## config.mk

```make
export PLATFORM = sky130hd
export DESIGN_NAME = rwkc_ram
export DESIGN_NICKNAME = d
export VERILOG_FILES = /design/src/rtl/rwkc_ram.sv
export SDC_FILE = /design/constraint.sdc
export NUM_CORES = 1
export LEC_CHECK = 0
export ABC_AREA = 1
export BUFFER_PORTS_ARGS = -buffer_cell sky130_fd_sc_hd__buf_2
export CAP_MARGIN = 20
export CORE_ASPECT_RATIO = 1.75
export CORE_MARGIN = 8
export CORE_UTILIZATION = 55
export CTS_BUF_LIST = sky130_fd_sc_hd__clkbuf_4 sky130_fd_sc_hd__clkbuf_8 sky130_fd_sc_hd__clkbuf_16
export CTS_CLUSTER_SIZE = 10
export DETAILED_ROUTE_END_ITERATION = 10
export PLACE_DENSITY_LB_ADDON = 0.08
export SETUP_SLACK_MARGIN = 0.2
export SKIP_CTS_REPAIR_TIMING = 1
export SYNTH_ARGS = -nofsm -noshare
export SYNTH_HDL_FRONTEND = slang
export SYNTH_SLANG_ARGS = --single-unit
```

## constraint.sdc

```tcl
create_clock -name clock -period 1.05 [get_ports clock]
set_input_delay 0.105 -clock clock [delete_from_list [all_inputs] [get_ports clock]]
set_output_delay 0.105 -clock clock [all_outputs]
set_load 0.02 [all_outputs]
```

## src/rtl/rwkc_ram.sv

```systemverilog
// ----------------------------------------------------------------------------
// rwkc_ram
// Generic simple dual-port RAM, one write port, one registered read port.
// ----------------------------------------------------------------------------
module rwkc_ram #(
   parameter int WIDTH = 8,
   parameter int DEPTH = 16,
   localparam int AW   = (DEPTH > 1) ? $clog2(DEPTH) : 1
) (
   input  logic             clock,
   input  logic             wr_en,
   input  logic [AW-1:0]    wr_addr,
   input  logic [WIDTH-1:0] wr_data,
   input  logic             rd_en,
   input  logic [AW-1:0]    rd_addr,
   output logic [WIDTH-1:0] rd_data
);

   logic [WIDTH-1:0] mem_ff [DEPTH];
   logic [WIDTH-1:0] rd_data_ff;

   always_ff @(posedge clock) begin
      if (wr_en) begin
         mem_ff[wr_addr] <= wr_data;
      end
      if (rd_en) begin
         rd_data_ff <= mem_ff[rd_addr];
      end
   end

   assign rd_data = rd_data_ff;

endmodule

```

---- Yosys cells after proc, flatten, opt, wreduce, memory -nomap -nowiden ----
Memory sizes are Yosys's and may differ from the RTL's. A register that Yosys moved wholly into a read port is not among the register bits.
Index checks and enable logic that the tools add are counted.
operators by class
  muxes and demuxes ....................... 2
operators with widths
  kind               number
  1-bit two-way mux  2
word-level totals
  memories kept ........................... 1
  output and inout bits ................... 8
  input port bits ......................... 19
  bits in registers ....................... 0
  bits in writable memories ............... 128
memory list
  name    depth  bits a word  read ports  clocked after memory_dff  write ports  RTL line  source
  mem_ff  16     8            1           1                         1            19        logic [WIDTH-1:0] mem_ff [DEPTH];

---- Logic depth before layout (Yosys ltp) ----
Gate-level depths: netlist (run 1).
  word-level depth ........................ 2
  gate-level depth with buffers ........... 8
  depth with buffers taken out ............ 7

---- Worst setup path after synthesis (run 1) ----
OpenSTA, ideal clock, no wires.
  kind .................................... input to register
  start ................................... in wr_addr[3]
  end ..................................... mem mem_ff[4][0], enable pin
  library setup time ...................... 0.370 ns
  data arrival time ....................... 0.686 ns
  stages .................................. 2
  path slack .............................. -0.006 ns
  required time ........................... 0.680 ns
  cells stage by stage .................... nand3b_1 nor2_1
RTL lines
  item                RTL line  source
  start: declaration  12        input logic [AW-1:0] wr_addr,
  end: declaration    19
No word-level cell before the write port.

==> impl_metrics.csv, run 1 <==
group,metric,value,unit
status,outcome,"finished with violations",
status,violations,"negative setup slack",
clocking,worstSkewPairLatency,0.41,ns
power,p_per_area,1821,nW/µm²
finish,drive_gt1_share,22.22,%
timing,timing.final.crit_share,109.0,%
finish,syn_to_final_growth,23.50,%
timing,timing_hold_violations_final,0,
grt,grt_pass1_vias,4004,
finish,final_common_cell,"nand2_1",
critical_path,slowest_stage,"edfxtp_1",
die,design.die.area,14320,µm²
critical_path,r2r_slack,-0.09,ns
critical_path,cp.depth,6,
placement,dp_hpwl,8346,µm
synthesis,ys_ff_latch,136,
routing,drc_errors,0,
die,ios,27,
grt,grt_overflow_total,0,
synthesis,synth_area_leaders,"edfxtp_1, nand2_1, nand3_1, inv_1, buf_6",
clocking,cts_buffer_depth,2,
critical_path,worstPathArrival,1.30,ns
critical_path,crit_type,"register to register",
timing,final.setup.tns,-0.1778,ns
critical_path,worstPathCellList,"inv_2 -> nand2_2 -> nand3_2 -> nand3_2 -> nand3_2 -> nand2_2",
synthesis,synth_fp_nets,570,
synthesis,post_synth.cell_area_avg,10.61,µm²
finish,num_antenna_cells,0,
routing,vias_per_cell,5.284,
finish,layout_common_cells,"nand2_1, edfxtp_1, inv_1, nand3_1, nand3_2",
routing,dr.first_iter.drc_count,299,
worst_hold_path,hold_class,"primary input to register",
critical_path,max_stage_delay,0.42,ns
synthesis,ys_seq_area_share,69.85,%
placement,post-place-ws,-0.2139,ns
synthesis,synth_top_area_share,69.85,%
critical_path,end_kind,"register",
clocking,clkSinkCount,136,
power,ir_drop,1.573,mV
routing,vias,3921,
timing,worst_slew_pin_slew,0.6477,ns
placement,io_buffer_count,26,
timing,relSlewSlack,56.76,%
critical_path,required,1.21,ns
grt,gr-usage-all-layers,19.06,%
routing,wl_per_cell,17.64,µm
synthesis,synth_cell_types,11,
critical_path,path_buf_inv,1,
synthesis,ys_warn_count,0,
die,die_y,152.4,µm
routing,firstDrtPassIters,5,
grt,grt_max_degree,51,
synthesis,synth_largest_area_cell,"edfxtp_1",
finish,nets,618,
timing,clock_skew,0.005959,ns
clocking,clock-root-buffer,"clkbuf_16",
synthesis,syn_inst,551,
critical_path,cp-start-kind,"register",
die,dieWidth,93.94,µm
critical_path,crit_fanout,1,
timing,fmax,873.6,MHz
critical_path,crit_top_cell,"nand3_2",
critical_path,endpoint,"rd_data[1]",
timing,period_minus_slack,1.145,ns
routing,wl,13090,µm
critical_path,crit_start,"mem_ff[9][1]",
timing,finalSetupViolCount,8,
routing,drtAntennaViolNets,0,
timing,setup_slack,-0.09468,ns
die,num_rows,50,
job,cap_viol_max_count,0,
grt,grt_pass1_wl,20400,µm
clocking,cts-htree-levels,4,
synthesis,syn_area,5847,µm²
critical_path,rr_worst_depth,6,
grt,antenna_found_initial,0,
clocking,cts_buffers,17,
critical_path,r2r-end,"rd_data[1]",
timing,rsz0062_at_grt,"true",
power,p_leak,3.080,nW
timing,slew_violations,0,
clocking,clk_pin_slew,0.06,ns
critical_path,path_delay_family,"flip-flops",
die,core_area,10510,µm²
placement,finalWeightedCongestion,0.8247,
die,initial_utilization,55.63,%
critical_path,r2r-start,"mem_ff[9][1]",
clocking,tritoncts,"built",
## state kept, by name (all words and copies together), names as in the netlist
name,cells
rd_data,8
mem_ff,128
## kinds of logic (layout without fill, tap and decap cells)
logic type / after synthesis / count (layout) / synth area share (%)
buffers and inverters: 126 / 187 / 9.394
DFF: 136 / 136 / 69.85
and+or+nand+nor: 289 / 289 / 20.76
## per-stage QoR
step | instances | hold WS, ns | instance area [µm²] | power (mW) | utilization (%)
6_report | 742 | 0.06511 | 7221 | 13.15 | 68.70
5_1_grt | 742 | 0.05724 | 7221 | 13.53 | 68.70
4_1_cts | 742 | 0.05332 | 7047 | 13.13 | 67.05
3_5_place_dp | 710 | 0.4849 | 6439 | 7.087 | 61.26
3_3_place_gp | 710 | 0.4857 | 6439 | 7.069 | 61.26
2_1_floorplan | 551 | 0.2039 | 5981 | 6.763 | -
## area by class of cell
class	instances	area [µm²]
sequential	136	4084
inverter	102	382.9
timing repair buffer	53	514.2
multi-input combinational	289	1469
clock inverter	15	182.7
tap	130	162.7
fill	767	3289
clock buffer	17	425.4
## cell usage after synthesis, drive strengths merged
| cell type | n |
|---|---|
| nor2 | 17 |
| nand3b | 2 |
| nand3 | 97 |
| buf | 24 |
| inv | 102 |
| edfxtp | 136 |
| nand2 | 173 |
## worst register-to-register path, stage by stage, from the launching register on
cell	delay, ns
edfxtp_1	0.42
inv_2	0.09
nand2_2	0.06
nand3_2	0.08
nand3_2	0.10
nand3_2	0.10
nand2_2	0.06
## power by group
group          switching, mW  leakage (nW)  internal, mW
Combinational          0.600          1.55         0.300
Clock                   2.16         0.293          3.93
Sequential            0.0334          1.24          6.12
Total                   2.80          3.08          10.3
## how the worst min path moves through the flow
| stage | endpoint | from | depth (start not counted) |
|---|---|---|---|
| after floorplan | mem_ff[0][0] | wr_data[0] | 0 |
| after global placement | rd_data[0] | rd_en | 1 |
| after detailed placement | rd_data[2] | rd_en | 1 |
| after CTS | rd_data[5] | rd_en | 1 |
| after global routing | rd_data[7] | rd_en | 1 |
| final | rd_data[7] | rd_en | 1 |
## per-layer routing
layer	wire, µm	GRT usage [%]	part of all wire [%]
met4	445	9.886	3.4
met5	0	0	0
met1	4995	20.80	38
met2	7012	32.15	54
met3	635	5.575	4.9
Note: power is estimated with default switching activity, not from simulation.
==> run 2: changes to the inputs <==
CORE_UTILIZATION = 45   (was 55)
==> run 2 against run 1 <==
  * The flow still finishes with violations (negative setup slack)
  * Combinational power rose by 5.2%
  * Sequential share of layout area is 0.26 points lower
  * Flip-flop and latch count stayed put
  * Total power shrank 0.24%
  * Global-route usage fell by 1.1 points
  * Critical endpoint is now rd_data[5]
  * Register-to-register slack better by 0.04 ns
  * Critical path type unchanged
==> impl_metrics.csv, run 2 (synthesized netlist as in run 1, its figures left out) <==
group,metric,value,unit
status,outcome,"finished with violations",
status,violations,"negative setup slack",
grt,grt_pass1_wl,21760,µm
placement,dp_hpwl,9769,µm
finish,final_common_cell,"nand2_1",
timing,timing.final.crit_share,105.6,%
timing,relSlewSlack,71.95,%
clocking,cts_buffer_depth,2,
finish,fill_cells,1107,
routing,vias_per_cell,4.911,
power,switching_share,22.17,%
timing,rsz0062_at_grt,"true",
power,p_per_area,1808,nW/µm²
die,num_rows,55,
finish,fin_cells,787,
critical_path,required,1.22,ns
die,die_y,166.8,µm
placement,finalWeightedCongestion,0.9195,
critical_path,cp-start-kind,"register",
die,design.die.area,17040,µm²
clocking,worstSkewPairLatency,0.41,ns
critical_path,end_kind,"register",
critical_path,crit_fanout,1,
placement,dp.cells,755,
clocking,clock-root-buffer,"clkbuf_16",
power,net-switching-power,2.908,mW
routing,wl,14260,µm
timing,clock_skew,0.005451,ns
job,cap_viol_max_count,0,
finish,drive_gt1_share,21.75,%
timing,fmax,902.1,MHz
timing,timing_hold_violations_final,0,
routing,vias,3865,
power,p_leak,3.070,nW
power,seq_power_share,46.9,%
finish,syn_to_final_growth,24.07,%
clocking,clkSinkCount,136,
timing,period_minus_slack,1.109,ns
placement,io_buffer_count,26,
power,power.share.clock,45.9,%
timing,finalSetupViolCount,12,
critical_path,crit_type,"register to register",
grt,grt_pass1_vias,3926,
timing,setup_slack,-0.05854,ns
die,initial_utilization,45.68,%
worst_hold_path,hold_class,"primary input to register",
routing,drtAntennaViolNets,0,
clocking,cts_buffers,17,
finish,top_register,"mem_ff",
grt,antenna_found_initial,0,
clocking,tritoncts,"built",
die,core_area,12800,µm²
routing,drc_errors,0,
finish,layout_common_cells,"nand2_1, edfxtp_1, inv_1, nand3_1, buf_2",
power,ir_drop,1.169,mV
critical_path,worstPathArrival,1.27,ns
clocking,clk_pin_slew,0.06,ns
grt,gr-usage-all-layers,17.93,%
clocking,cts-htree-levels,4,
die,dieWidth,102.2,µm
finish,final_util,56.68,%
finish,largest_reg_flops,128,
finish,nets,622,
power,combPwrFrac,7.2,%
routing,dr.first_iter.drc_count,164,
timing,slew_violations,0,
timing,worst_slew_pin_slew,0.4207,ns
finish,num_antenna_cells,0,
grt,grt_max_degree,45,
routing,firstDrtPassIters,4,
die,ios,27,
power,p_int,10.21,mW
grt,grt_overflow_total,0,
routing,wl_per_cell,18.12,µm
-- run 2: cell count changes in the layout (fill, tap and decap cells not counted), sizes merged --
cell and delta:
clkinvlp +3, clkinv -5, buf +4, clkbuf +1
bufinv -1, inv +2
-- run 2: area by class of cell --
type	instances	area (µm²)	area share, %
tap	171	214.0	2.949
clock buffer	18	432.9	5.968
inverter	102	382.9	5.278
clock inverter	14	172.7	2.380
multi-input combinational	289	1426	19.66
timing repair buffer	57	541.8	7.468
sequential	136	4084	56.30
-- run 2: metrics by stage --
step	hold WS [ns]	setup slack, ns	area (µm²)	total power, mW	TNS, ns
2_1_floorplan	0.2039	0.07136	5981	6.763	0
3_3_place_gp	0.4870	-0.2748	6507	7.154	-14.05
3_5_place_dp	0.4881	-0.3042	6507	7.167	-16.01
4_1_cts	0.05249	-0.1449	7113	13.17	-0.9647
5_1_grt	0.05702	-0.1146	7254	13.51	-1.014
6_report	0.06848	-0.05854	7254	13.11	-0.3471
-- run 2: power groups by stage --
| stage | sequential [mW] | combinational [mW] | clock [mW] |
|---|---|---|---|
| floorplan | 6.29 | 0.473 | 0 |
| global placement | 6.26 | 0.895 | 0 |
| detailed placement | 6.26 | 0.906 | 0 |
| CTS | 6.15 | 0.908 | 6.11 |
| global route | 6.16 | 1.03 | 6.32 |
| finish | 6.15 | 0.947 | 6.02 |
-- run 2: routing by layer --
layer,part of all wire (%),up-vias,track usage (%)
li1,-,1888,-
met4,5.0,0,12.15
met1,37,1854,18.61
met5,0,-,0
met2,54,87,31.21
met3,3.4,36,3.424
-- run 2: path summary, 6_finish.rpt --
check,startpoint,end,slack [ns],cells past startpoint
min,rd_en,rd_data[0],0.07,1
min reg2reg,mem_ff[6][4],rd_data[4],0.76,6
max reg2reg,mem_ff[2][5],rd_data[5],-0.06,6
max,mem_ff[2][5],rd_data[5],-0.06,6
-- run 2: worst max-delay path, cell delays in order (launching register included) --
cell and delay [ns]:
edfxtp_1 0.36, nand2_1 0.07, nand2_1 0.04, nand2_1 0.12, nand3_1 0.11, nand3_1 0.10
nand2_1 0.06
==> run 3: changes to the inputs <==
clock period = 1 ns   (was 1.05 ns; I/O delays follow)
==> run 3 against run 2 <==
  * The run still ends with negative setup slack left
  * Clock power barely moved
  * Worst hold slack improved by 0.0020 ns
  * Combinational power rose by 7%
  * Utilization rose by 0.75 points
  * Via count fell by 0.18%
  * Die area did not move
  * Non-clock buffer count fell by 1
  * Flip-flop and latch count did not move
  * Register-to-register slack got worse by 0.05 ns
  * Highest routed layer unchanged
  * Critical path type unchanged
  * Worst setup slack got worse by 0.050 ns
  * Critical path depth did not move
==> impl_metrics.csv, run 3 (synthesized netlist as in run 1, its figures left out) <==
group,metric,value,unit
placement,finalWeightedCongestion,0.8401,
timing,rsz0062_at_grt,"true",
die,die_y,166.8,µm
die,design.die.area,17040,µm²
timing,worst_slew_pin_slew,0.5933,ns
critical_path,crit_type,"register to register",
routing,dr.first_iter.drc_count,203,
critical_path,crit_start,"mem_ff[7][5]",
finish,syn_to_final_growth,25.72,%
timing,period_minus_slack,1.108,ns
finish,layout_common_cells,"nand2_1, edfxtp_1, inv_1, nand3_1, nand3_2",
timing,final.setup.tns,-1.054,ns
clocking,clock-root-buffer,"clkbuf_16",
worst_hold_path,hold_class,"primary input to register",
routing,drc_errors,0,
clocking,cts-htree-levels,4,
status,violations,"negative setup slack",
worst_hold_path,hp-start,"rd_en",
power,switching_share,22.59,%
placement,io_buffer_count,26,
die,num_rows,55,
routing,firstDrtPassIters,5,
finish,final_common_cell,"nand2_1",
timing,fmax,902.4,MHz
clocking,cts_buffers,17,
timing,clock_skew,0.01024,ns
grt,gr-usage-all-layers,17.59,%
finish,drive_gt1_share,25.53,%
critical_path,end_kind,"register",
finish,largest_reg_flops,128,
timing,slew_violations,0,
power,net-switching-power,3.054,mW
critical_path,cp-start-kind,"register",
finish,top_register,"mem_ff",
routing,drtAntennaViolNets,0,
power,combPwrFrac,7.5,%
power,p_leak,3.094,nW
power,ir_drop,1.037,mV
critical_path,r2r-start,"mem_ff[7][5]",
clocking,worstSkewPairLatency,0.41,ns
die,core_area,12800,µm²
timing,setup_slack,-0.1081,ns
clocking,clkSinkCount,136,
grt,grt_pass1_vias,3937,
critical_path,worstPathArrival,1.27,ns
grt,grt_pass1_wl,21560,µm
job,cap_viol_max_count,0,
power,seq_power_share,47.8,%
timing,timing.final.crit_share,110.8,%
placement,dp_hpwl,9303,µm
die,dieWidth,102.2,µm
timing,finalSetupViolCount,16,
routing,wl_per_cell,17.72,µm
grt,grt_max_degree,33,
grt,grt_overflow_total,0,
die,initial_utilization,45.68,%
placement,post-place-ws,-0.3553,ns
status,outcome,"finished with violations",
power,p_int,10.46,mW
clocking,clk_pin_slew,0.06,ns
critical_path,crit_fanout,1,
critical_path,required,1.16,ns
timing,relSlewSlack,60.39,%
routing,vias,3858,
routing,wl,13920,µm
routing,vias_per_cell,4.908,
power,power.share.clock,44.7,%
die,ios,27,
clocking,cts_buffer_depth,2,
power,p_per_area,1839,nW/µm²
timing,timing_hold_violations_final,0,
finish,nets,621,
finish,num_antenna_cells,0,
grt,antenna_found_initial,0,
clocking,tritoncts,"built",
-- run 3: layer usage --
layer  vias to the layer above  global-route usage [%]  routed length (µm)
li1                       1882                       -                   -
met1                      1872                   19.72                5546
met2                        82                   29.54                7474
met3                        22                   3.591                 417
met4                         0                   10.54                 486
met5                         -                       0                   0
-- run 3: cell type report --
class,instances,area [µm²]
Clock inverter,14,151.4
Sequential cell,136,4084
Inverter,102,382.9
Tap cell,171,214.0
Fill cell,1125,5449
Timing Repair Buffer,56,541.8
Multi-Input combinational cell,289,1544
Clock buffer,18,432.9
-- run 3: worst paths after layout --
| check | to | cells past startpoint | slack, ns |
|---|---|---|---|
| setup reg to reg | rd_data[5] | 6 | -0.11 |
| setup / recovery | rd_data[5] | 6 | -0.11 |
| hold reg to reg | rd_data[5] | 6 | 0.74 |
| hold / removal | rd_data[6] | 1 | 0.07 |
-- run 3: power groups by stage --
stage / combinational [mW] / sequential (mW) / clock [mW]
finish: 1.01 / 6.46 / 6.05
global route: 1.11 / 6.47 / 6.37
CTS: 0.931 / 6.46 / 6.14
detailed placement: 0.926 / 6.58 / 0
global placement: 0.918 / 6.57 / 0
floorplan: 0.493 / 6.60 / 0
-- run 3: critical path, cell delays in order, from the launching register on --
cell and delay (ns):
edfxtp_1 0.36, inv_1 0.06, nand2_1 0.10, nand3_4 0.10
nand3_4 0.10, nand3_2 0.08, nand2_1 0.06
-- run 3: through the flow --
stage          power, mW  utilization [%]  hold slack (ns)  instance area, µm²  instances
5_1_grt            13.95            57.43          0.05469                7351        786
2_1_floorplan      7.098                -           0.1989                5981        551
4_1_cts            13.53            55.46          0.04862                7099        786
6_report           13.52            57.43          0.07051                7351        786
3_5_place_dp       7.504            50.90           0.4839                6515        754
3_3_place_gp       7.493            50.90           0.4867                6515        754
