--- config.mk ---
export PLATFORM = sky130hd
export DESIGN_NAME = rwkc_seq
export DESIGN_NICKNAME = d
export VERILOG_FILES = /design/src/rtl/rwkc_pkg.sv /design/src/rtl/rwkc_seq.sv
export SDC_FILE = /design/constraint.sdc
export NUM_CORES = 1
export LEC_CHECK = 0
export BUFFER_PORTS_ARGS = -buffer_cell sky130_fd_sc_hd__buf_2
export CAP_MARGIN = 30
export CORE_MARGIN = 2
export CORE_UTILIZATION = 40
export DETAILED_ROUTE_END_ITERATION = 7
export GPL_TIMING_DRIVEN = 0
export PLACE_DENSITY_LB_ADDON = 0.08
export SETUP_SLACK_MARGIN = 0.4
export SYNTH_ARGS = -nofsm -noshare
export SYNTH_HDL_FRONTEND = slang
export SYNTH_SLANG_ARGS = --single-unit
export TNS_END_PERCENT = 1
--- constraint.sdc ---
create_clock -name clock -period 4.1 [get_ports clock]
set_input_delay 0.615 -clock clock [delete_from_list [all_inputs] [get_ports clock]]
set_output_delay 0.615 -clock clock [all_outputs]
set_load 0.02 [all_outputs]
--- src/rtl/rwkc_pkg.sv ---
// ----------------------------------------------------------------------------
// rwkc_pkg
// Shared types and constants for the rolling window key counter.
// ----------------------------------------------------------------------------
package rwkc_pkg;

   localparam int ENTRIES_DEF     = 64;
   localparam int CHUNKS_DEF      = 5;
   localparam int COUNT_WIDTH_DEF = 32;

   localparam int KEY_W    = 64;
   localparam int TIME_W   = 32;
   localparam int SUM_W    = 35;
   localparam int PERIOD_W = 12;

   localparam logic [PERIOD_W-1:0] PERIOD_RESET = 12'd10;

   typedef struct packed {
      logic [KEY_W-1:0]  word_key;
      logic [TIME_W-1:0] now_seconds;
   } req_type;

   typedef struct packed {
      logic [KEY_W-1:0] out_key;
      logic [SUM_W-1:0] window_sum;
      logic             last_of_emit;
   } rsp_type;

   typedef enum logic [3:0] {
      ST_IDLE,
      ST_LOOKUP,
      ST_ALLOC,
      ST_INC_RD,
      ST_INC_WR,
      ST_CHECK,
      ST_EMIT_RD,
      ST_EMIT_WAIT,
      ST_EMIT_OUT
   } seq_state_type;

endpackage

--- src/rtl/rwkc_seq.sv ---
// ----------------------------------------------------------------------------
// rwkc_seq
// Sequencer: key search, entry allocation, count update and emit walk.
// ----------------------------------------------------------------------------
module rwkc_seq #(
   parameter int  ENTRIES     = rwkc_pkg::ENTRIES_DEF,
   parameter int  CHUNKS      = rwkc_pkg::CHUNKS_DEF,
   parameter int  COUNT_WIDTH = rwkc_pkg::COUNT_WIDTH_DEF,
   localparam int IW          = (ENTRIES > 1) ? $clog2(ENTRIES) : 1,
   localparam int UW          = $clog2(ENTRIES + 1),
   localparam int CW          = $clog2(CHUNKS),
   localparam int CAW         = IW + CW
) (
   input  logic                                clock,
   input  logic                                reset,
   input  logic                                req_valid,
   output logic                                req_stall,
   input  rwkc_pkg::req_type                   req_data,
   input  logic [rwkc_pkg::PERIOD_W-1:0]       period,
   input  logic                                out_free,
   output logic                                rsp_load,
   output rwkc_pkg::rsp_type                   rsp_beat,
   output logic                                key_wr_en,
   output logic [IW-1:0]                       key_wr_addr,
   output logic [rwkc_pkg::KEY_W-1:0]          key_wr_data,
   output logic                                key_rd_en,
   output logic [IW-1:0]                       key_rd_addr,
   input  logic [rwkc_pkg::KEY_W-1:0]          key_rd_data,
   output logic                                cnt_wr_en,
   output logic [CAW-1:0]                      cnt_wr_addr,
   output logic [COUNT_WIDTH-1:0]              cnt_wr_data,
   output logic                                cnt_rd_en,
   output logic [CAW-1:0]                      cnt_rd_addr,
   input  logic [COUNT_WIDTH-1:0]              cnt_rd_data
);

   localparam int ACC_W = COUNT_WIDTH + 3;   // room for up to 8 chunks
   localparam int XW    = (ACC_W > rwkc_pkg::SUM_W) ? ACC_W : rwkc_pkg::SUM_W;
   localparam logic [rwkc_pkg::SUM_W-1:0] SUM_MAX = '1;

   rwkc_pkg::seq_state_type state_ff, state_in;

   logic [rwkc_pkg::KEY_W-1:0]  key_ff, key_in;
   logic [rwkc_pkg::TIME_W-1:0] now_ff, now_in;
   logic [rwkc_pkg::TIME_W-1:0] last_ff, last_in;
   logic [UW-1:0]               idx_ff, idx_in;
   logic [UW-1:0]               used_ff, used_in;
   logic [IW-1:0]               cmp_idx_ff, cmp_idx_in;
   logic [IW-1:0]               entry_ff, entry_in;
   logic [CW-1:0]               chunk_ff, chunk_in;
   logic [CW-1:0]               rd_chunk_ff, rd_chunk_in;
   logic [CW-1:0]               head_ff, head_in;
   logic [CW-1:0]               tail_ff, tail_in;
   logic                        key_vld_ff, key_vld_in;
   logic                        cnt_vld_ff, cnt_vld_in;
   logic [ACC_W-1:0]            acc_ff, acc_in;

   logic                        accept;
   logic                        hit;
   logic                        lookup_done;
   logic                        room;
   logic                        due;
   logic                        chunk_last;
   logic                        last_entry;
   logic                        advance;
   logic [XW-1:0]               acc_x;
   logic [rwkc_pkg::SUM_W-1:0]  sum_sat;
   logic [COUNT_WIDTH-1:0]      cnt_inc;

   assign accept      = req_valid && (state_ff == rwkc_pkg::ST_IDLE);
   assign hit         = key_vld_ff && (key_rd_data == key_ff);
   assign lookup_done = (idx_ff == used_ff);
   assign room        = (used_ff < UW'(ENTRIES));
   assign due         = ({1'b0, now_ff} >= ({1'b0, last_ff} + 33'(period)));
   assign chunk_last  = (chunk_ff == CW'(CHUNKS - 1));
   assign last_entry  = ((idx_ff + UW'(1)) == used_ff);
   assign advance     = ((state_ff == rwkc_pkg::ST_CHECK) && due && (used_ff == '0)) ||
                        ((state_ff == rwkc_pkg::ST_EMIT_OUT) && out_free && last_entry);

   assign acc_x   = XW'(acc_ff);
   assign sum_sat = (acc_x > XW'(SUM_MAX)) ? SUM_MAX : acc_x[rwkc_pkg::SUM_W-1:0];
   assign cnt_inc = (cnt_rd_data == '1) ? cnt_rd_data : cnt_rd_data + COUNT_WIDTH'(1);

   // next state
   always_comb begin
      state_in = state_ff;
      unique case (state_ff)
         rwkc_pkg::ST_IDLE: begin
            if (accept) state_in = rwkc_pkg::ST_LOOKUP;
         end
         rwkc_pkg::ST_LOOKUP: begin
            if (hit) begin
               state_in = rwkc_pkg::ST_INC_RD;
            end else if (lookup_done) begin
               state_in = room ? rwkc_pkg::ST_ALLOC : rwkc_pkg::ST_CHECK;
            end
         end
         rwkc_pkg::ST_ALLOC: begin
            if (chunk_last) state_in = rwkc_pkg::ST_CHECK;
         end
         rwkc_pkg::ST_INC_RD: state_in = rwkc_pkg::ST_INC_WR;
         rwkc_pkg::ST_INC_WR: state_in = rwkc_pkg::ST_CHECK;
         rwkc_pkg::ST_CHECK: begin
            if (due && (used_ff != '0)) state_in = rwkc_pkg::ST_EMIT_RD;
            else                        state_in = rwkc_pkg::ST_IDLE;
         end
         rwkc_pkg::ST_EMIT_RD: begin
            if (chunk_last) state_in = rwkc_pkg::ST_EMIT_WAIT;
         end
         rwkc_pkg::ST_EMIT_WAIT: state_in = rwkc_pkg::ST_EMIT_OUT;
         rwkc_pkg::ST_EMIT_OUT: begin
            if (out_free) state_in = last_entry ? rwkc_pkg::ST_IDLE : rwkc_pkg::ST_EMIT_RD;
         end
         default: state_in = rwkc_pkg::ST_IDLE;
      endcase
   end

   // memory strobes and handshake outputs
   always_comb begin
      req_stall   = (state_ff != rwkc_pkg::ST_IDLE);
      rsp_load    = 1'b0;
      rsp_beat    = '{out_key: key_rd_data, window_sum: sum_sat, last_of_emit: last_entry};
      key_wr_en   = 1'b0;
      key_wr_addr = used_ff[IW-1:0];
      key_wr_data = key_ff;
      key_rd_en   = 1'b0;
      key_rd_addr = idx_ff[IW-1:0];
      cnt_wr_en   = 1'b0;
      cnt_wr_addr = {used_ff[IW-1:0], chunk_ff};
      cnt_wr_data = '0;
      cnt_rd_en   = 1'b0;
      cnt_rd_addr = {idx_ff[IW-1:0], chunk_ff};
      unique case (state_ff)
         rwkc_pkg::ST_LOOKUP: begin
            key_rd_en = !hit && !lookup_done;
         end
         rwkc_pkg::ST_ALLOC: begin
            key_wr_en   = (chunk_ff == '0);
            cnt_wr_en   = 1'b1;
            // fresh entry: head chunk already holds this item's count
            cnt_wr_data = (chunk_ff == head_ff) ? COUNT_WIDTH'(1) : '0;
         end
         rwkc_pkg::ST_INC_RD: begin
            cnt_rd_en   = 1'b1;
            cnt_rd_addr = {entry_ff, head_ff};
         end
         rwkc_pkg::ST_INC_WR: begin
            cnt_wr_en   = 1'b1;
            cnt_wr_addr = {entry_ff, head_ff};
            cnt_wr_data = cnt_inc;
         end
         rwkc_pkg::ST_EMIT_RD, rwkc_pkg::ST_EMIT_WAIT: begin
            key_rd_en   = (state_ff == rwkc_pkg::ST_EMIT_RD) && (chunk_ff == '0);
            cnt_rd_en   = (state_ff == rwkc_pkg::ST_EMIT_RD);
            // clear tail chunk once its old value has been read out
            cnt_wr_en   = cnt_vld_ff && (rd_chunk_ff == tail_ff);
            cnt_wr_addr = {idx_ff[IW-1:0], tail_ff};
         end
         rwkc_pkg::ST_EMIT_OUT: begin
            rsp_load = out_free;
         end
         default: begin
         end
      endcase
   end

   // datapath next values
   always_comb begin
      key_in      = key_ff;
      now_in      = now_ff;
      last_in     = last_ff;
      idx_in      = idx_ff;
      used_in     = used_ff;
      cmp_idx_in  = cmp_idx_ff;
      entry_in    = entry_ff;
      head_in     = head_ff;
      tail_in     = tail_ff;
      key_vld_in  = (state_ff == rwkc_pkg::ST_LOOKUP) && key_rd_en;
      cnt_vld_in  = (state_ff == rwkc_pkg::ST_EMIT_RD);
      rd_chunk_in = chunk_ff;
      chunk_in    = '0;
      acc_in      = cnt_vld_ff ? acc_ff + ACC_W'(cnt_rd_data) : acc_ff;

      if (accept) begin
         key_in = req_data.word_key;
         now_in = req_data.now_seconds;
         idx_in = '0;
      end
      if (key_vld_in) begin
         cmp_idx_in = idx_ff[IW-1:0];
         idx_in     = idx_ff + UW'(1);
      end
      if ((state_ff == rwkc_pkg::ST_LOOKUP) && hit) begin
         entry_in = cmp_idx_ff;
      end
      if (((state_ff == rwkc_pkg::ST_ALLOC) || (state_ff == rwkc_pkg::ST_EMIT_RD)) &&
          !chunk_last) begin
         chunk_in = chunk_ff + CW'(1);
      end
      if ((state_ff == rwkc_pkg::ST_ALLOC) && chunk_last) begin
         used_in = used_ff + UW'(1);
      end
      if ((state_ff == rwkc_pkg::ST_EMIT_RD) && (chunk_ff == '0)) begin
         acc_in = '0;
      end
      if ((state_ff == rwkc_pkg::ST_CHECK) && due) begin
         last_in = now_ff;
         idx_in  = '0;
      end
      if ((state_ff == rwkc_pkg::ST_EMIT_OUT) && out_free && !last_entry) begin
         idx_in = idx_ff + UW'(1);
      end
      if (advance) begin
         head_in = tail_ff;
         tail_in = (tail_ff == CW'(CHUNKS - 1)) ? '0 : tail_ff + CW'(1);
      end
   end

   always_ff @(posedge clock) begin
      if (reset) begin
         state_ff   <= rwkc_pkg::ST_IDLE;
         used_ff    <= '0;
         head_ff    <= '0;
         tail_ff    <= CW'(1);
         last_ff    <= '0;
         key_vld_ff <= 1'b0;
         cnt_vld_ff <= 1'b0;
      end else begin
         state_ff   <= state_in;
         used_ff    <= used_in;
         head_ff    <= head_in;
         tail_ff    <= tail_in;
         last_ff    <= last_in;
         key_vld_ff <= key_vld_in;
         cnt_vld_ff <= cnt_vld_in;
      end
   end

   always_ff @(posedge clock) begin
      key_ff      <= key_in;
      now_ff      <= now_in;
      idx_ff      <= idx_in;
      cmp_idx_ff  <= cmp_idx_in;
      entry_ff    <= entry_in;
      chunk_ff    <= chunk_in;
      rd_chunk_ff <= rd_chunk_in;
      acc_ff      <= acc_in;
   end

endmodule

# ---- Yosys cells after proc, flatten, opt, wreduce, memory -nomap -nowiden
# Index checks and enable logic that the tools add are counted.
dict set report word_totals {
  regBits 207
  input_bits 208
  out_inout_bits 232
  word_cells 102
}
dict set report op_classes {
  add_sub_neg 7
  order_cmp 3
  n_eq_ne 21
  mux 26
  reduce_logical 30
}
# cell n
set ops {}
lappend ops {{$eq A64 B64 Y1} 1}
lappend ops {{$pmux W32 S2} 1}
lappend ops {{$pmux W4 S9} 1}
lappend ops {{$add A35 B32 Y35} 1}
lappend ops {{$gt A35 B35 Y1 const B} 1}
lappend ops {{$mux W35} 1}
lappend ops {{$add A32 B12 Y33} 1}
lappend ops {{$ge A32 B33 Y1} 1}
lappend ops {{$add A32 B1 Y32 const B} 1}
lappend ops {{$eq A32 B32 Y1 const B} 1}
lappend ops {{$mux W32} 1}
lappend ops {{$mux W7} 4}
lappend ops {{$mux W4} 6}
lappend ops {{$pmux W9 S2} 1}
lappend ops {{$eq A4 B3 Y1 const B} 4}
lappend ops {{$logic_and A1 B1 Y1} 15}
lappend ops {{$add A7 B1 Y7 const B} 2}
lappend ops {{$eq A7 B7 Y1} 2}
lappend ops {{$mux W3} 4}
lappend ops {{$mux W9} 1}
lappend ops {{$eq A4 B2 Y1 const B} 2}
lappend ops {{$reduce_bool A4 Y1} 2}
lappend ops {{$logic_not A7 Y1} 1}
lappend ops {{$lt A7 B7 Y1 const B} 1}
lappend ops {{17 further kinds} 31}

# ---- Depth between registers and ports, before layout
# Gate-level depths: netlist of the first run.
dict set report logic_depth {
  ltp_word 9
  ltp_mapped 24
  depth_no_buf 22
}

# ---- Least setup slack after synthesis of the first run
# OpenSTA, ideal clock, no wires.
dict set report synth_path {
  path_kind {input to register}
  start {input period[1] (netlist bit)}
  end {register idx_ff[0] (enable)}
  setup_time_ps 324
  arrival_ps 4160
  t_required_ps 3776
  setup_slack_ps -384
  path_stages 19
  path_buffers 2
  path_cell_list {ha_1 -> a21o_1 -> a21oi_1 -> o21ba_2 -> o21ai_1 -> a211oi_1 -> nor2_1 -> o41ai_1 -> xor2_1 -> ha_1 -> and4_1 -> nand4_1 -> nor3_1 -> o311a_1 -> o21ai_1 -> or2_1 -> clkbuf_1 -> buf_2 -> nand3b_1}
}
dict set report synth_via {
  elab_chain_cells 4
}
# item line_no
set synth_lines {}
lappend synth_lines {{from (decl)} rwkc_seq.sv:19} ;# input logic [rwkc_pkg::PERIOD_W-1:0] period,
lappend synth_lines {{$add A32 B12 Y33} rwkc_seq.sv:74} ;# assign due = ({1'b0, now_ff} >= ({1'b0, last_ff} + 33'(period)));
lappend synth_lines {{$ge A32 B33 Y1} rwkc_seq.sv:74}
lappend synth_lines {{$logic_and A1 B1 Y1} rwkc_seq.sv:206} ;# if ((state_ff == rwkc_pkg::ST_CHECK) && due) begin
lappend synth_lines {{$reduce_bool A4 Y1 (no source line)} n/a}
lappend synth_lines {{to (signal assigned)} rwkc_seq.sv:242} ;# idx_ff <= idx_in;
lappend synth_lines {{to (decl)} rwkc_seq.sv:46} ;# logic [UW-1:0] idx_ff, idx_in;
# Every way passes these cells.
# A chain may end at the register's enable or synchronous reset.

# ---- Final worst setup path of the first run
dict set report layout_path {
  start {register last_ff[0] (netlist bit)}
  end {register idx_ff[5] (enable)}
}
dict set report layout_via {
  elab_chain_cells 4
}
# item line_no
set layout_lines {}
lappend layout_lines {{from (decl)} rwkc_seq.sv:45} ;# logic [rwkc_pkg::TIME_W-1:0] last_ff, last_in;
lappend layout_lines {{from (signal assigned)} rwkc_seq.sv:233} ;# last_ff <= last_in;
lappend layout_lines {{$add A32 B12 Y33} rwkc_seq.sv:74}
lappend layout_lines {{$ge A32 B33 Y1} rwkc_seq.sv:74}
lappend layout_lines {{$logic_and A1 B1 Y1} rwkc_seq.sv:206}
lappend layout_lines {{$reduce_bool A4 Y1 (no source line)} n/a}
# Every way passes these cells.

==> flow_summary.json, run 1 <==
{
  "die_area_mm2": 0.03419,
  "post-route-util_pct": 52.76,
  "io_buffers": 438,
  "cts_max_level": 1,
  "period_minus_slack_ns": 4.345,
  "slew_violations": 0,
  "stdcell_area_mm2": 0.01708,
  "max_freq_ghz": 0.2301,
  "synth.area.mux_share_pct": 2.437,
  "placed_cell_area_mm2": 0.01591,
  "start_util_pct": 40.44,
  "final-setup-viol-count": 45,
  "async_flop_share_pct": 0,
  "grt_pass1_wl_um": 62560,
  "num_vias": 11740,
  "skew_ns": 0.02152,
  "cp.arrival_ns": 4.60,
  "endpoint_kind": "flop",
  "grt_overflow": 0,
  "dpl.hpwl_um": 33120,
  "dr.pass1.iters": 5,
  "finalSetupTns_ns": -7.180,
  "routedWlPerCell_um": 17.55,
  "rows": 66,
  "ys_seq_area_share_pct": 40.45,
  "cts_tree": "built",
  "drive_above_1_share_pct": 33.58,
  "synth.distinct_cells": 72,
  "grt.total_usage_pct": 23.52,
  "cellLeakagePower_uw": 0.007304,
  "rsz0062_at_grt": "yes",
  "io_pins": 440,
  "max_cap_viol_count": 0,
  "status": "complete, but fails checks",
  "tightest_slew_ns": 0.8219,
  "slew_headroom_pct": 45.21,
  "grt_max_degree": 52,
  "powerDensity_mw_per_mm2": 520.5,
  "gp_congestion": 0.8861,
  "cts.sinks": 207,
  "first_iter_violations": 586,
  "vdd_drop_max_v": 0.0002849,
  "synth.avg_cell_area_um2": 9.245,
  "die_h_um": 184.9,
  "synth_common_cells": "135 x nand2_1, 129 x nor2_1, 115 x edfxtp_1",
  "cts_root_buf": "clkbuf_16",
  "synthToLayoutAreaGrowth_pct": 30.45,
  "ctsHoldBuffers": 0,
  "die_w_um": 184.9,
  "antenna_found_initial": 4,
  "ys.flop_type": "edfxtp_1",
  "n_fill_cell": 3156,
  "synth-simple-area-share_pct": 16.76,
  "synth_fa_ha_area_share_pct": 8.334,
  "cp.required_ns": 4.35,
  "synth_compound_area_share_pct": 12.79,
  "grt_pass1_vias": 11410,
  "worst-setup-path-type": "flop to flop",
  "clockBufferDepth": 3,
  "crit_fanout": 7,
  "fin_crit_sh_pct": 106.0,
  "routed_wl_um": 41390,
  "hold_class": "input pin to flop",
  "antenna_left": 0,
  "synth_cells": 1416,
  "synth_edf_count": 115,
  "clk_latency_ns": 0.54,
  "drc": 0,
  "synth_top_family_by_area": "simple AND/OR/NAND/NOR gates",
  "synth_seq_cells": 207,
  "numCtsBuffers": 24,
  "syn_area_mm2": 0.01309,
  "clkSlewWorstSetupHoldPaths_ns": 0.07,
  "yosysWarnings": 0,
  "rrSetupSlack_ns": -0.25,
  "p_total_uw": 8890,
  "yosysMostFrequentCell": "nand2_1",
  "timing.final.ws_setup_ns": -0.2452,
  "synthTopCellsByArea": "edfxtp_1 26%, dfxtp_1 14%, ha_1 8.0%",
  "nNetsFinal": 2191,
  "synth-xor-area-share_pct": 11.24,
  "hold_viol": 0,
  "synthDominantCellAreaShare_pct": 26.38,
  "core_mm2": 0.03237,
  "routed_via_density": 4.975,
  "violations": "setup timing",
  "cp-start-kind": "flop",
  "synth.largest_area_cell": "edfxtp_1",
  "synth_nets": 1710
}
[placed cells by master, fill, tap and decap left out, drive strengths merged, types with 7 or more instances in the layout]
| cell type | count |
|---|---|
| nand2b | 10 |
| clkinv | 13 |
| nor3 | 23 |
| a22oi | 8 |
| mux2i | 24 |
| dfxtp | 92 |
| xor2 | 69 |
| a21oi | 111 |
| or3 | 17 |
| nand4 | 30 |
| o21a | 10 |
| inv | 37 |
| nor2 | 129 |
| nor3b | 10 |
| o21ai | 54 |
| nand2 | 136 |
| a21o | 21 |
| edfxtp | 115 |
| nor2b | 16 |
| xnor2 | 99 |
| clkbuf | 102 |
| buf | 543 |
| nand3 | 36 |
| mux2 | 7 |
| and3 | 13 |
| ha | 84 |
| nor4 | 13 |
| a211oi | 12 |
[flip-flops by register name, summed over array words and instances (netlist names)]
| register | flops |
|---|---|
| state_ff | 4 |
| chunk_ff | 3 |
| rd_chunk_ff | 3 |
| last_ff | 32 |
| now_ff | 32 |
| idx_ff | 7 |
| cmp_idx_ff | 6 |
| entry_ff | 6 |
| key_wr_data | 64 |
| acc_ff | 35 |
| head_ff | 3 |
| tail_ff | 3 |
| key_vld_ff | 1 |
| cnt_vld_ff | 1 |
| used_ff | 7 |
[worst paths after layout]
check | from | to | cells past startpoint
worst min register to register | chunk_ff[2] | rd_chunk_ff[2] | 0
worst min-delay path | req_data[89] | key_wr_data[57] | 1
worst max register to register | last_ff[0] | idx_ff[5] | 21
worst max-delay path | last_ff[0] | idx_ff[5] | 21
[cell type report]
cell class / instances / area [µm²] / share of cell area, %
Multi-Input combinational cell: 1009 / 6995 / 40.96
Sequential cell: 207 / 5298 / 31.02
Timing Repair Buffer: 455 / 2371 / 13.88
Buffer: 162 / 967.2 / 5.663
Clock buffer: 28 / 625.6 / 3.663
Tap cell: 442 / 553.0 / 3.238
Inverter: 38 / 142.6 / 0.8352
Clock inverter: 16 / 120.1 / 0.7033
Antenna cell: 2 / 5.005 / 0.02931
[through the flow]
step	hold slack [ns]	setup slack, ns	cells
floorplan	0.3290	-0.07244	1416
global placement	0.3371	-1.243	2296
detailed placement	0.3405	-1.062	2297
CTS	0.2286	-0.2959	2350
global route	0.2286	-0.4407	2357
finish	0.2456	-0.2452	2359
[critical path, cell delays in order (launching register included)]
cell	delay [ns]
dfxtp_2	0.33
ha_4	0.16
buf_4	0.12
a21o_1	0.18
a21oi_2	0.18
o21ba_4	0.19
o21ai_4	0.06
a211oi_2	0.22
nor2_2	0.09
o41ai_2	0.31
xor2_1	0.13
ha_1	0.30
and4_4	0.22
nand4_1	0.19
nor3_2	0.24
o311a_1	0.26
o21ai_2	0.10
or2_1	0.25
clkbuf_8	0.15
buf_12	0.12
nand3b_1	0.12
buf_12	0.14
[timing repair]
action	4_1_cts	5_1_grt
endpoints found under the setup margin	59	65
setup buffers	9	7
gates resized for setup	33	40
pin swaps	18	34
[report_power, final]
group | switching [µW] | leakage [µW] | internal, µW
logic | 2260 | 0.00510 | 1500
clock network | 903 | 0.000357 | 1160
registers | 338 | 0.00185 | 2730
total | 3500 | 0.00730 | 5390
[metal layers]
| layer | track usage [%] | share of wire, % | vias up |
|---|---|---|---|
| li1 | - | - | 5869 |
| met2 | 40.87 | 48 | 362 |
| met3 | 3.972 | 6.2 | 42 |
| met1 | 31.12 | 45 | 5463 |
| met4 | 3.905 | 1.3 | 0 |
| met5 | 0 | 0 | - |
[cell families after synthesis]
group / after synthesis
AND/OR/NAND/NOR: 459
AO/OA/AOI/OAI: 265
flip-flops: 207
buffers and inverters: 200
XOR/XNOR: 168
adder cells (fa/ha/maj): 86
multiplexers: 31
Note: power is estimated with default switching activity, not from simulation.
==> run 2, diff against run 1 <==
Settings changed: SKIP_LAST_GASP set to 1.
Clock period 4.1 ns to 5.3 ns, I/O delays scaled along.
==> run 2 against run 1 <==
  * Highest routed layer is now met5
  * Clock power fell by 11%
  * Flip-flop and latch count did not move
  * The flow now finishes without violations
  * Combinational power fell by 23%
==> flow_summary.json, run 2 (synthesized netlist as in run 1, its figures left out) <==
{
  "max_freq_ghz": 0.2195,
  "crit_fanout": 10,
  "routedWlPerCell_um": 17.57,
  "path_cells": "buf_2 > ha_1 > inv_1 > fa_1 > nor2b_1 > o21ai_1 > a21oi_2 > o21a_1 > a21oi_1 > nor2b_1 > nor2b_1 > nor2_1 > xnor2_1 > ha_1 > and4_1 > a21oi_1 > nand2_1 > o311a_1 > o21ai_4 > or2_1 > buf_2 > buf_6 > nand3b_1 > buf_4",
  "critPathMaxStageDelay_ns": 0.42,
  "largest_reg_flops": 64,
  "hold_viol": 0,
  "dr.pass1.iters": 5,
  "grt_max_degree": 61,
  "stdcell_area_mm2": 0.01684,
  "antenna_found_initial": 3,
  "nNetsFinal": 2180,
  "tightest_slew_ns": 0.8550,
  "routed_via_density": 5.020,
  "start_util_pct": 40.44,
  "layout_common_cells": "443 x buf_2, 135 x nand2_1, 128 x nor2_1, 115 x edfxtp_1, 107 x a21oi_1",
  "die_h_um": 184.9,
  "routed_wl_um": 41240,
  "rsz0062_at_grt": "yes",
  "clockBufferDepth": 3,
  "core_mm2": 0.03237,
  "vdd_drop_max_v": 0.0003020,
  "wl_met2_um": 19230,
  "met1_length_um": 18730,
  "placed_cell_area_mm2": 0.01587,
  "slew_headroom_pct": 43.00,
  "worst-setup-path-type": "input pin to flop",
  "clk_latency_ns": 0.53,
  "cp.required_ns": 5.60,
  "cts_max_level": 1,
  "cp.arrival_ns": 4.85,
  "grt_overflow": 0,
  "final_common_cell": "buf_2",
  "post-place-ws_ns": -0.4547,
  "diodes": 0,
  "skew_ns": 0.02433,
  "clkSlewWorstSetupHoldPaths_ns": 0.06,
  "die_w_um": 184.9,
  "powerDensity_mw_per_mm2": 421.5,
  "rows": 66,
  "routed.top_layer": "met5",
  "dp_cells": 2297,
  "antenna_left": 0,
  "hold_class": "flop to flop",
  "gp_congestion": 0.8957,
  "endpoint_kind": "flop",
  "numCtsBuffers": 26,
  "final-setup-viol-count": 0,
  "ctsHoldBuffers": 0,
  "cts_root_buf": "clkbuf_16",
  "fin_crit_sh_pct": 85.98,
  "period_minus_slack_ns": 4.557,
  "synthToLayoutAreaGrowth_pct": 28.62,
  "cts_tree": "built",
  "wl_met3_um": 2586,
  "drc": 0,
  "grt_pass1_vias": 11260,
  "cellLeakagePower_uw": 0.007197,
  "first_iter_violations": 593,
  "io_buffers": 438,
  "cp-start-kind": "input pin",
  "cpMostUsedCell": "nor2b_1",
  "worst_path_max_delay_cell": "o311a_1",
  "die_area_mm2": 0.03419,
  "num_vias": 11790,
  "slew_violations": 0,
  "post-route-util_pct": 52.01,
  "cts.sinks": 207,
  "status": "finished clean",
  "critical_path.top_delay_family": "compound AO/OA/AOI/OAI gates",
  "drive_above_1_share_pct": 31.43,
  "timing.final.ws_setup_ns": 0.7432,
  "crit_buf_inv": 5,
  "dpl.hpwl_um": 33150,
  "grt_pass1_wl_um": 61970,
  "finalNonFillerCells": 2348,
  "max_cap_viol_count": 0,
  "grt.total_usage_pct": 23.38,
  "io_pins": 440
}
## run 2: power by group
part           switching (µW)  total (µW)  internal (µW)
clock network             711        1830           1120
registers                 261        2370           2110
logic                    1750        2890           1140
## run 2: layout make-up
cell class,instances,area (µm²)
clock buffers,29,683.2
clock inverters,19,200.2
well taps,442,553.0
flip-flops and latches,207,5295
multi-input cells,1009,6808
fillers,3177,15530
repair buffers,442,2242
inverters,38,142.6
plain buffers,162,913.4
## run 2: path summary, 6_finish.rpt
path / cells after the start / slack, ns / startpoint / end
min reg2reg: 0 / 0.35 / chunk_ff[2] / rd_chunk_ff[2]
max reg2reg: 23 / 0.79 / last_ff[0] / idx_ff[2]
max: 24 / 0.74 / period[0] / idx_ff[2]
min: 0 / 0.35 / chunk_ff[2] / rd_chunk_ff[2]
## run 2: through the flow
stage	total power (µW)	setup TNS, ns	hold slack [ns]
6_report	7097	0	0.3506
5_1_grt	7524	0	0.3704
3_5_place_dp	5274	-11.97	0.3388
3_3_place_gp	5263	-12.39	0.3331
4_1_cts	7149	0	0.3518
2_1_floorplan	4353	0	0.3290
## run 2: metal layers
layer	vias up	track usage, %
met4	2	4.762
met2	393	40.06
met5	-	0
met1	5492	31.12
li1	5846	-
met3	55	3.834
## run 2: timing repair
| action | in CTS | in global routing |
|---|---|---|
| endpoints found under the setup margin | 37 | 45 |
| buffers inserted | 2 | 1 |
| endpoints found under the hold margin | 0 | 0 |
| gates resized for setup | 3 | 16 |
| pin swaps | 0 | 4 |
